## src/salt_pkg.sv

```systemverilog
package salt_pkg;

   // Widths fixed by the item fields.
   localparam int ADDR_W = 48;
   localparam int SLOT_W = 5;
   localparam int COUNT_W = 6;
   // Slot width carried along the chain, wide enough for the largest table.
   localparam int PROBE_SLOT_W = 8;

   // Receive class codes, and the frame type that qualifies a capture.
   localparam logic [1:0] CLASS_MGMT = 2'd0;
   localparam logic [1:0] CLASS_CTRL = 2'd1;
   localparam logic [1:0] CLASS_DATA = 2'd2;
   localparam logic [1:0] CLASS_OTHER = 2'd3;
   localparam logic [1:0] TYPE_DATA = 2'd2;

   typedef enum logic [1:0] {
      OUT_IGNORED = 2'd0,
      OUT_LEARNED = 2'd1,
      OUT_KNOWN   = 2'd2,
      OUT_FULL    = 2'd3
   } outcome_type;

   typedef enum logic [1:0] {
      ST_IDLE,
      ST_SEARCH,
      ST_FINISH
   } state_type;

   typedef struct packed {
      logic [1:0]        receive_class;
      logic [7:0]        frame_control_low;
      logic [ADDR_W-1:0] address_one;
      logic [ADDR_W-1:0] address_two;
      logic [ADDR_W-1:0] address_three;
   } req_type;

   typedef struct packed {
      outcome_type        outcome;
      logic [SLOT_W-1:0]  slot_index;
      logic [COUNT_W-1:0] station_count;
   } rsp_type;

   // Search token handed from cell to cell.
   typedef struct packed {
      logic                    valid;
      logic                    hit;
      logic [PROBE_SLOT_W-1:0] slot;
      logic [ADDR_W-1:0]       key;
   } probe_type;

endpackage

```

## src/salt_cell.sv

```systemverilog
module salt_cell #(
   parameter int INDEX = 0,
   parameter int CNT_W = 6
) (
   input  logic                  clock,
   input  logic                  reset,
   input  salt_pkg::probe_type   probe_i,
   output salt_pkg::probe_type   probe_o,
   input  logic [CNT_W-1:0]      count_i,
   input  logic                  write_en_i,
   input  logic [salt_pkg::ADDR_W-1:0] write_data_i
);

   logic [salt_pkg::ADDR_W-1:0] entry_ff;
   salt_pkg::probe_type         probe_ff;
   salt_pkg::probe_type         probe_in;
   logic                        occupied;

   // This entry is held only while the count is above its index.
   assign occupied = count_i > CNT_W'(INDEX);

   // The first matching occupied cell marks the token as a hit.
   always_comb begin
      probe_in = probe_i;
      if (probe_i.valid && !probe_i.hit && occupied && entry_ff == probe_i.key) begin
         probe_in.hit  = 1'b1;
         probe_in.slot = salt_pkg::PROBE_SLOT_W'(INDEX);
      end
   end

   always_ff @(posedge clock) begin
      if (reset) begin
         probe_ff.valid <= 1'b0;
      end else begin
         probe_ff.valid <= probe_in.valid;
      end
      probe_ff.hit  <= probe_in.hit;
      probe_ff.slot <= probe_in.slot;
      probe_ff.key  <= probe_in.key;
   end

   // A new address lands in the cell at the current fill position.
   always_ff @(posedge clock) begin
      if (write_en_i && count_i == CNT_W'(INDEX)) begin
         entry_ff <= write_data_i;
      end
   end

   assign probe_o = probe_ff;

endmodule

```

## src/station_address_learning_table_core.sv

```systemverilog
// Station address learning table.
// Input channel req_valid/req_ready carries one captured header per item in
// req_data; result channel rsp_valid/rsp_ready returns exactly one result per
// item in rsp_data. The access point address is written through csr_write_enable
// and csr_write_data; the user must write it only while the block is idle, which
// the block itself does not enforce. Each accepted item sends a search token
// down a row of TABLE_DEPTH cells, one cell per cycle, each cell holding one
// table entry. When the token leaves the row, the result is registered as soon
// as the output register is free, and only then is the next item taken; no new
// item is accepted while one is in the row or waiting for the output register.
// Every item takes the same path, also those that are ignored or find the
// table full.
// Reset clears the entry count, the access point address and the handshake
// state; table entries are only read below the count and need no clearing.
// A stalled receiver holds the result in the output register; the block still
// accepts and searches the next item, then waits until the register is free.
module station_address_learning_table_core #(
   parameter int TABLE_DEPTH = 32
) (
   input  logic                              clock,
   input  logic                              reset,
   input  logic                              req_valid,
   output logic                              req_ready,
   input  salt_pkg::req_type                 req_data,
   output logic                              rsp_valid,
   input  logic                              rsp_ready,
   output salt_pkg::rsp_type                 rsp_data,
   input  logic                              csr_write_enable,
   input  logic [salt_pkg::ADDR_W-1:0]       csr_write_data
);

   localparam int CNT_W = $clog2(TABLE_DEPTH + 1);

   salt_pkg::state_type         state_ff, state_in;
   logic [salt_pkg::ADDR_W-1:0] ap_addr_ff;
   logic [CNT_W-1:0]            count_ff, count_in;
   logic [salt_pkg::ADDR_W-1:0] key_ff;
   logic                        qualify_ff, full_ff;
   logic                        hit_ff;
   logic [salt_pkg::PROBE_SLOT_W-1:0] hit_slot_ff;
   logic                        rsp_valid_ff, rsp_valid_in;
   salt_pkg::rsp_type           rsp_ff, rsp_in;
   logic                        accept;
   logic                        qualify;
   logic                        finish;
   logic                        write_en;
   salt_pkg::probe_type         probe [TABLE_DEPTH+1];

   assign accept = req_valid && req_ready;

   // A capture counts when its class, frame type and one address all match.
   always_comb begin
      qualify = (req_data.receive_class inside {salt_pkg::CLASS_MGMT, salt_pkg::CLASS_DATA})
                && req_data.frame_control_low[3:2] == salt_pkg::TYPE_DATA
                && (req_data.address_three == ap_addr_ff
                    || req_data.address_one == ap_addr_ff);
   end

   // Token entering the first cell.
   always_comb begin
      probe[0].valid = accept;
      probe[0].hit   = 1'b0;
      probe[0].slot  = '0;
      probe[0].key   = req_data.address_two;
   end

   // Row of table cells.
   for (genvar i = 0; i < TABLE_DEPTH; i++) begin : g_cell
      salt_cell #(
         .INDEX(i),
         .CNT_W(CNT_W)
      ) u_cell (
         .clock       (clock),
         .reset       (reset),
         .probe_i     (probe[i]),
         .probe_o     (probe[i+1]),
         .count_i     (count_ff),
         .write_en_i  (write_en),
         .write_data_i(key_ff)
      );
   end

   // Control sequence, result formation and table update.
   always_comb begin
      state_in     = state_ff;
      req_ready    = 1'b0;
      finish       = 1'b0;
      write_en     = 1'b0;
      count_in     = count_ff;
      rsp_valid_in = rsp_valid_ff && !rsp_ready;
      rsp_in       = rsp_ff;
      case (state_ff)
         salt_pkg::ST_IDLE: begin
            req_ready = 1'b1;
            if (req_valid) begin
               state_in = salt_pkg::ST_SEARCH;
            end
         end
         salt_pkg::ST_SEARCH: begin
            if (probe[TABLE_DEPTH].valid) begin
               state_in = salt_pkg::ST_FINISH;
            end
         end
         salt_pkg::ST_FINISH: begin
            if (!rsp_valid_ff || rsp_ready) begin
               finish       = 1'b1;
               rsp_valid_in = 1'b1;
               state_in     = salt_pkg::ST_IDLE;
               rsp_in.outcome    = salt_pkg::OUT_IGNORED;
               rsp_in.slot_index = '0;
               if (!qualify_ff) begin
                  rsp_in.outcome = salt_pkg::OUT_IGNORED;
               end else if (full_ff) begin
                  rsp_in.outcome = salt_pkg::OUT_FULL;
               end else if (hit_ff) begin
                  rsp_in.outcome    = salt_pkg::OUT_KNOWN;
                  rsp_in.slot_index = salt_pkg::SLOT_W'(hit_slot_ff);
               end else begin
                  rsp_in.outcome    = salt_pkg::OUT_LEARNED;
                  rsp_in.slot_index = salt_pkg::SLOT_W'(count_ff);
                  write_en          = 1'b1;
                  count_in          = count_ff + CNT_W'(1);
               end
               rsp_in.station_count = salt_pkg::COUNT_W'(count_in);
            end
         end
         default: begin
            state_in = salt_pkg::ST_IDLE;
         end
      endcase
   end

   always_ff @(posedge clock) begin
      if (reset) begin
         state_ff     <= salt_pkg::ST_IDLE;
         count_ff     <= '0;
         ap_addr_ff   <= '0;
         rsp_valid_ff <= 1'b0;
      end else begin
         state_ff     <= state_in;
         count_ff     <= count_in;
         rsp_valid_ff <= rsp_valid_in;
         if (csr_write_enable) begin
            ap_addr_ff <= csr_write_data;
         end
      end
   end

   // Item context captured at acceptance, search outcome at the row's end.
   always_ff @(posedge clock) begin
      if (accept) begin
         key_ff     <= req_data.address_two;
         qualify_ff <= qualify;
         full_ff    <= count_ff >= CNT_W'(TABLE_DEPTH);
      end
      if (probe[TABLE_DEPTH].valid) begin
         hit_ff      <= probe[TABLE_DEPTH].hit;
         hit_slot_ff <= probe[TABLE_DEPTH].slot;
      end
      rsp_ff <= rsp_in;
   end

   assign rsp_valid = rsp_valid_ff;
   assign rsp_data  = rsp_ff;

   // The count never exceeds the table depth.
   a_count_bound: assert property (@(posedge clock) disable iff (reset)
      count_ff <= CNT_W'(TABLE_DEPTH))
      else $error("entry count above table depth");

   // A token leaves the row only while a search is in progress.
   a_tail_in_search: assert property (@(posedge clock) disable iff (reset)
      probe[TABLE_DEPTH].valid |-> state_ff == salt_pkg::ST_SEARCH)
      else $error("search token left the row outside a search");

   // A learned address raises the count by one.
   a_learn_count: assert property (@(posedge clock) disable iff (reset)
      write_en |=> count_ff == $past(count_ff) + CNT_W'(1))
      else $error("count did not advance on learn");

   // Finishing a search presents a result and returns to idle.
   a_finish_result: assert property (@(posedge clock) disable iff (reset)
      finish |=> rsp_valid_ff && state_ff == salt_pkg::ST_IDLE)
      else $error("result not presented after finish");

endmodule

```

## config.mk

```make
export PLATFORM = sky130hd
export DESIGN_NAME = station_address_learning_table_core
export DESIGN_NICKNAME = d
export VERILOG_FILES = /design/src/salt_pkg.sv /design/src/salt_cell.sv /design/src/station_address_learning_table_core.sv
export SDC_FILE = /design/constraint.sdc
export NUM_CORES = 2
export LEC_CHECK = 0
export BUFFER_PORTS_ARGS = -buffer_cell sky130_fd_sc_hd__clkbuf_2
export CORE_MARGIN = 10
export CORE_UTILIZATION = 25
export CTS_CLUSTER_SIZE = 8
export DETAILED_ROUTE_END_ITERATION = 10
export PLACE_DENSITY = 0.44
export SYNTH_ARGS = -nofsm -noshare
export SYNTH_HDL_FRONTEND = slang
export SYNTH_HIERARCHICAL = 1
export SYNTH_SLANG_ARGS = --single-unit
export TNS_END_PERCENT = 5
```

## constraint.sdc

```tcl
create_clock -name clock -period 6.73 [get_ports clock]
set_input_delay 0 -clock clock [delete_from_list [all_inputs] [get_ports clock]]
set_output_delay 0 -clock clock [all_outputs]
set_load 0.01 [all_outputs]
```

==> flow_metrics.py <==
metrics = {
    "run_status": {
        "outcome": "finished clean",
    },
    "timing": {
        "tns_ps": 0,
        "whs_ps": 189,
        "fmax_ghz": 0.247,
        "tightest_slew_ps": 1280,
        "hold_viol_final": 0,
        "finalCritPeriodShare": 0.602,
        "fin_worst_skew_ps": 118,
        "fin_crit_ps": 4050,
        "worst_slack_ps": 2680,
        "rsz0062_at_grt": "false",
        "relSlewSlack": 0.144,
        "slew_violations": 0,
        "setup_violations": 0,
    },
    "clock_network": {
        "clockBufferDepth": 4,
        "cts_max_level": 5,
        "clock_insertion_delay_worst_skew_ps": 990,
        "cts-root-buf": "clkbuf_16",
        "cts_setup_buffers": 0,
        "clkSinkCount": 3374,
        "cts_resized": 0,
        "cts_buffers": 461,
        "cts.clk_slew.worst_paths_ps": 60,
        "tritoncts": "done",
    },
    "setup_path": {
        "cp_top_family": "simple AND/OR/NAND/NOR gates",
        "rr_startpoint": "state_ff[1]",
        "cp-start-kind": "register",
        "worstPathArrival_ps": 4630,
        "crit_top_cell": "nand2_1",
        "cp.depth": 7,
        "crit_chain": "nor2b_1 > nand2_1 > inv_1 > nand2_1 > inv_2 > buf_4 > and4_2",
        "startpoint": "state_ff[1]",
        "required_ps": 7310,
        "cp_num_buf_inv": 3,
        "cpPeakStageDelay_ps": 1070,
        "crit_fanout": 48,
        "cp-end-kind": "register",
        "worstSetupPathType": "register to register",
        "r2r_cells": 7,
        "slowest_stage": "and4_2",
    },
    "floorplanning": {
        "die_x_um": 674,
        "die_h_um": 674,
        "pin_count": 222,
        "design.die.area_um2": 455000,
        "rows": 240,
        "initial_core_util": 0.251,
        "coreArea_um2": 427000,
    },
    "power": {
        "power.switching_uw": 10200,
        "peakVddDrop_mv": 0.232,
        "power.total_uw": 45800,
        "leakage_uw": 0.0475,
        "internal_power_uw": 35600,
        "seq_power_share": 0.497,
        "power_density_nw_per_um2": 345,
        "combPwrFrac": 0.030,
        "pwr-share-clk": 0.473,
        "swShare": 0.223,
    },
    "placement": {
        "pre_cts_ws_ps": 2580,
        "place_congestion": 0.820,
        "post-dp-hpwl_mm": 234,
        "post-place-cells": 12300,
        "port-buffer-count": 214,
    },
    "cells_and_area": {
        "fin_nets": 7617,
        "drive_gt1_frac": 0.124,
        "syn_to_final_growth_pct": 23.9,
        "instances_no_fill": 13500,
    },
    "worst_hold_path": {
        "hold_depth": 6,
        "hold_path_class": "input pin to register",
        "hp-start": "req_data[54]",
    },
    "routing": {
        "vias_per_cell": 4.18,
        "ant_nets": 0,
        "drt-total-wl_mm": 355,
        "drt_iter0_drc": 5503,
        "routedWlPerCell_um": 26.2,
        "drc": 0,
        "drtPass1Iterations": 5,
        "num_vias": 56500,
    },
    "logic_synthesis": {
        "ys_warn_count": 6,
        "synth_area_um2": 107000,
        "postSynthCellCount": 6342,
        "syn_avg_cell_area_um2": 16.9,
    },
    "grt": {
        "grt_util_all_layers": 0.151,
        "grt_max_degree": 64,
        "grt_overflow": 0,
        "grt_antenna_before_repair": 84,
        "grt_pass1_wl_mm": 481,
        "grt_pass1_vias": 57700,
    },
    "flow_run": {
        "max_cap_violations": 0,
    },
}
==> final timing paths <==
kind                                     to  slack [ps]
max          g_cell[17].u_cell/entry_ff[34]        2680
min            g_cell[0].u_cell/probe_o[56]         190
max reg2reg  g_cell[17].u_cell/entry_ff[34]        2680
min reg2reg   g_cell[15].u_cell/probe_o[12]         280
==> placed cells by master, fill, tap and decap left out, drive strengths merged, types with 10 or more instances in the layout <==
cell type / n
a2111oi: 19
a21boi: 33
a21o: 37
a21oi: 17
a41o: 23
a41oi: 12
and4: 22
buf: 107
clkbuf: 1051
clkinv: 13
dfxtp: 1769
diode: 38
dlygate4sd3: 300
edfxtp: 1605
inv: 154
mux2i: 53
nand2: 36
nand2b: 40
nand3: 40
nand4: 164
nor2: 91
nor2b: 106
nor3: 43
nor4: 300
o2111a: 10
o22ai: 25
o41a: 16
o41ai: 16
or2: 35
or4: 19
xnor2: 441
xor2: 1068
==> timing repair <==
item,in CTS,in global routing
hold buffers,300,0
setup endpoints to repair,0,0
endpoints found under the hold margin,165,0
==> per-stage QoR <==
stage,utilization,cell area [um^2]
floorplan,-,107000
global placement,0.272,116000
detailed placement,0.272,116000
CTS,0.311,133000
global route,0.311,133000
finish,0.311,133000
==> power by group through the flow <==
| stage | clock, uW | combinational (uW) | sequential (uW) |
|---|---|---|---|
| floorplan | 0 | 513 | 22800 |
| global placement | 0 | 1220 | 23200 |
| detailed placement | 0 | 1230 | 23200 |
| CTS | 22100 | 1390 | 22800 |
| global route | 22900 | 1450 | 22800 |
| finish | 21600 | 1370 | 22800 |
==> metal layers <==
metal | GRT usage | vias up | routed length (um)
met2 | 0.230 | 1937 | 154000
li1 | - | 25100 | -
met3 | 0.0230 | 452 | 21200
met5 | 0 | - | 38
met1 | 0.224 | 29000 | 172000
met4 | 0.0353 | 6 | 7250
==> tightest hold or removal path, cell delays in order <==
cell and delay (ps):
dlygate4sd3_1 540, clkbuf_2 150, xnor2_1 80, nand4_1 80
nor2_1 90, a21o_1 170
==> flip-flops by register name, summed over array words and instances, names as in the netlist <==
signal,flops
g_cell.u_cell/probe_o,1712
g_cell.u_cell/entry_ff,1536
ap_addr_ff,48
key_ff,48
rsp_data,13
count_ff,6
hit_slot_ff,5
state_ff,2
full_ff,1
hit_ff,1
qualify_ff,1
rsp_valid,1
==> cell type report <==
type                    instances  area (um^2)
repair buffers                620         4870
inverters                     143          537
clock buffers                 838        13100
diodes                         38         95.1
fillers                     42000       294000
well taps                    5687         7120
flip-flops and latches       3374        83600
multi-input cells            2808        23000
clock inverters                24          394
(Power assumes the default switching activity.)
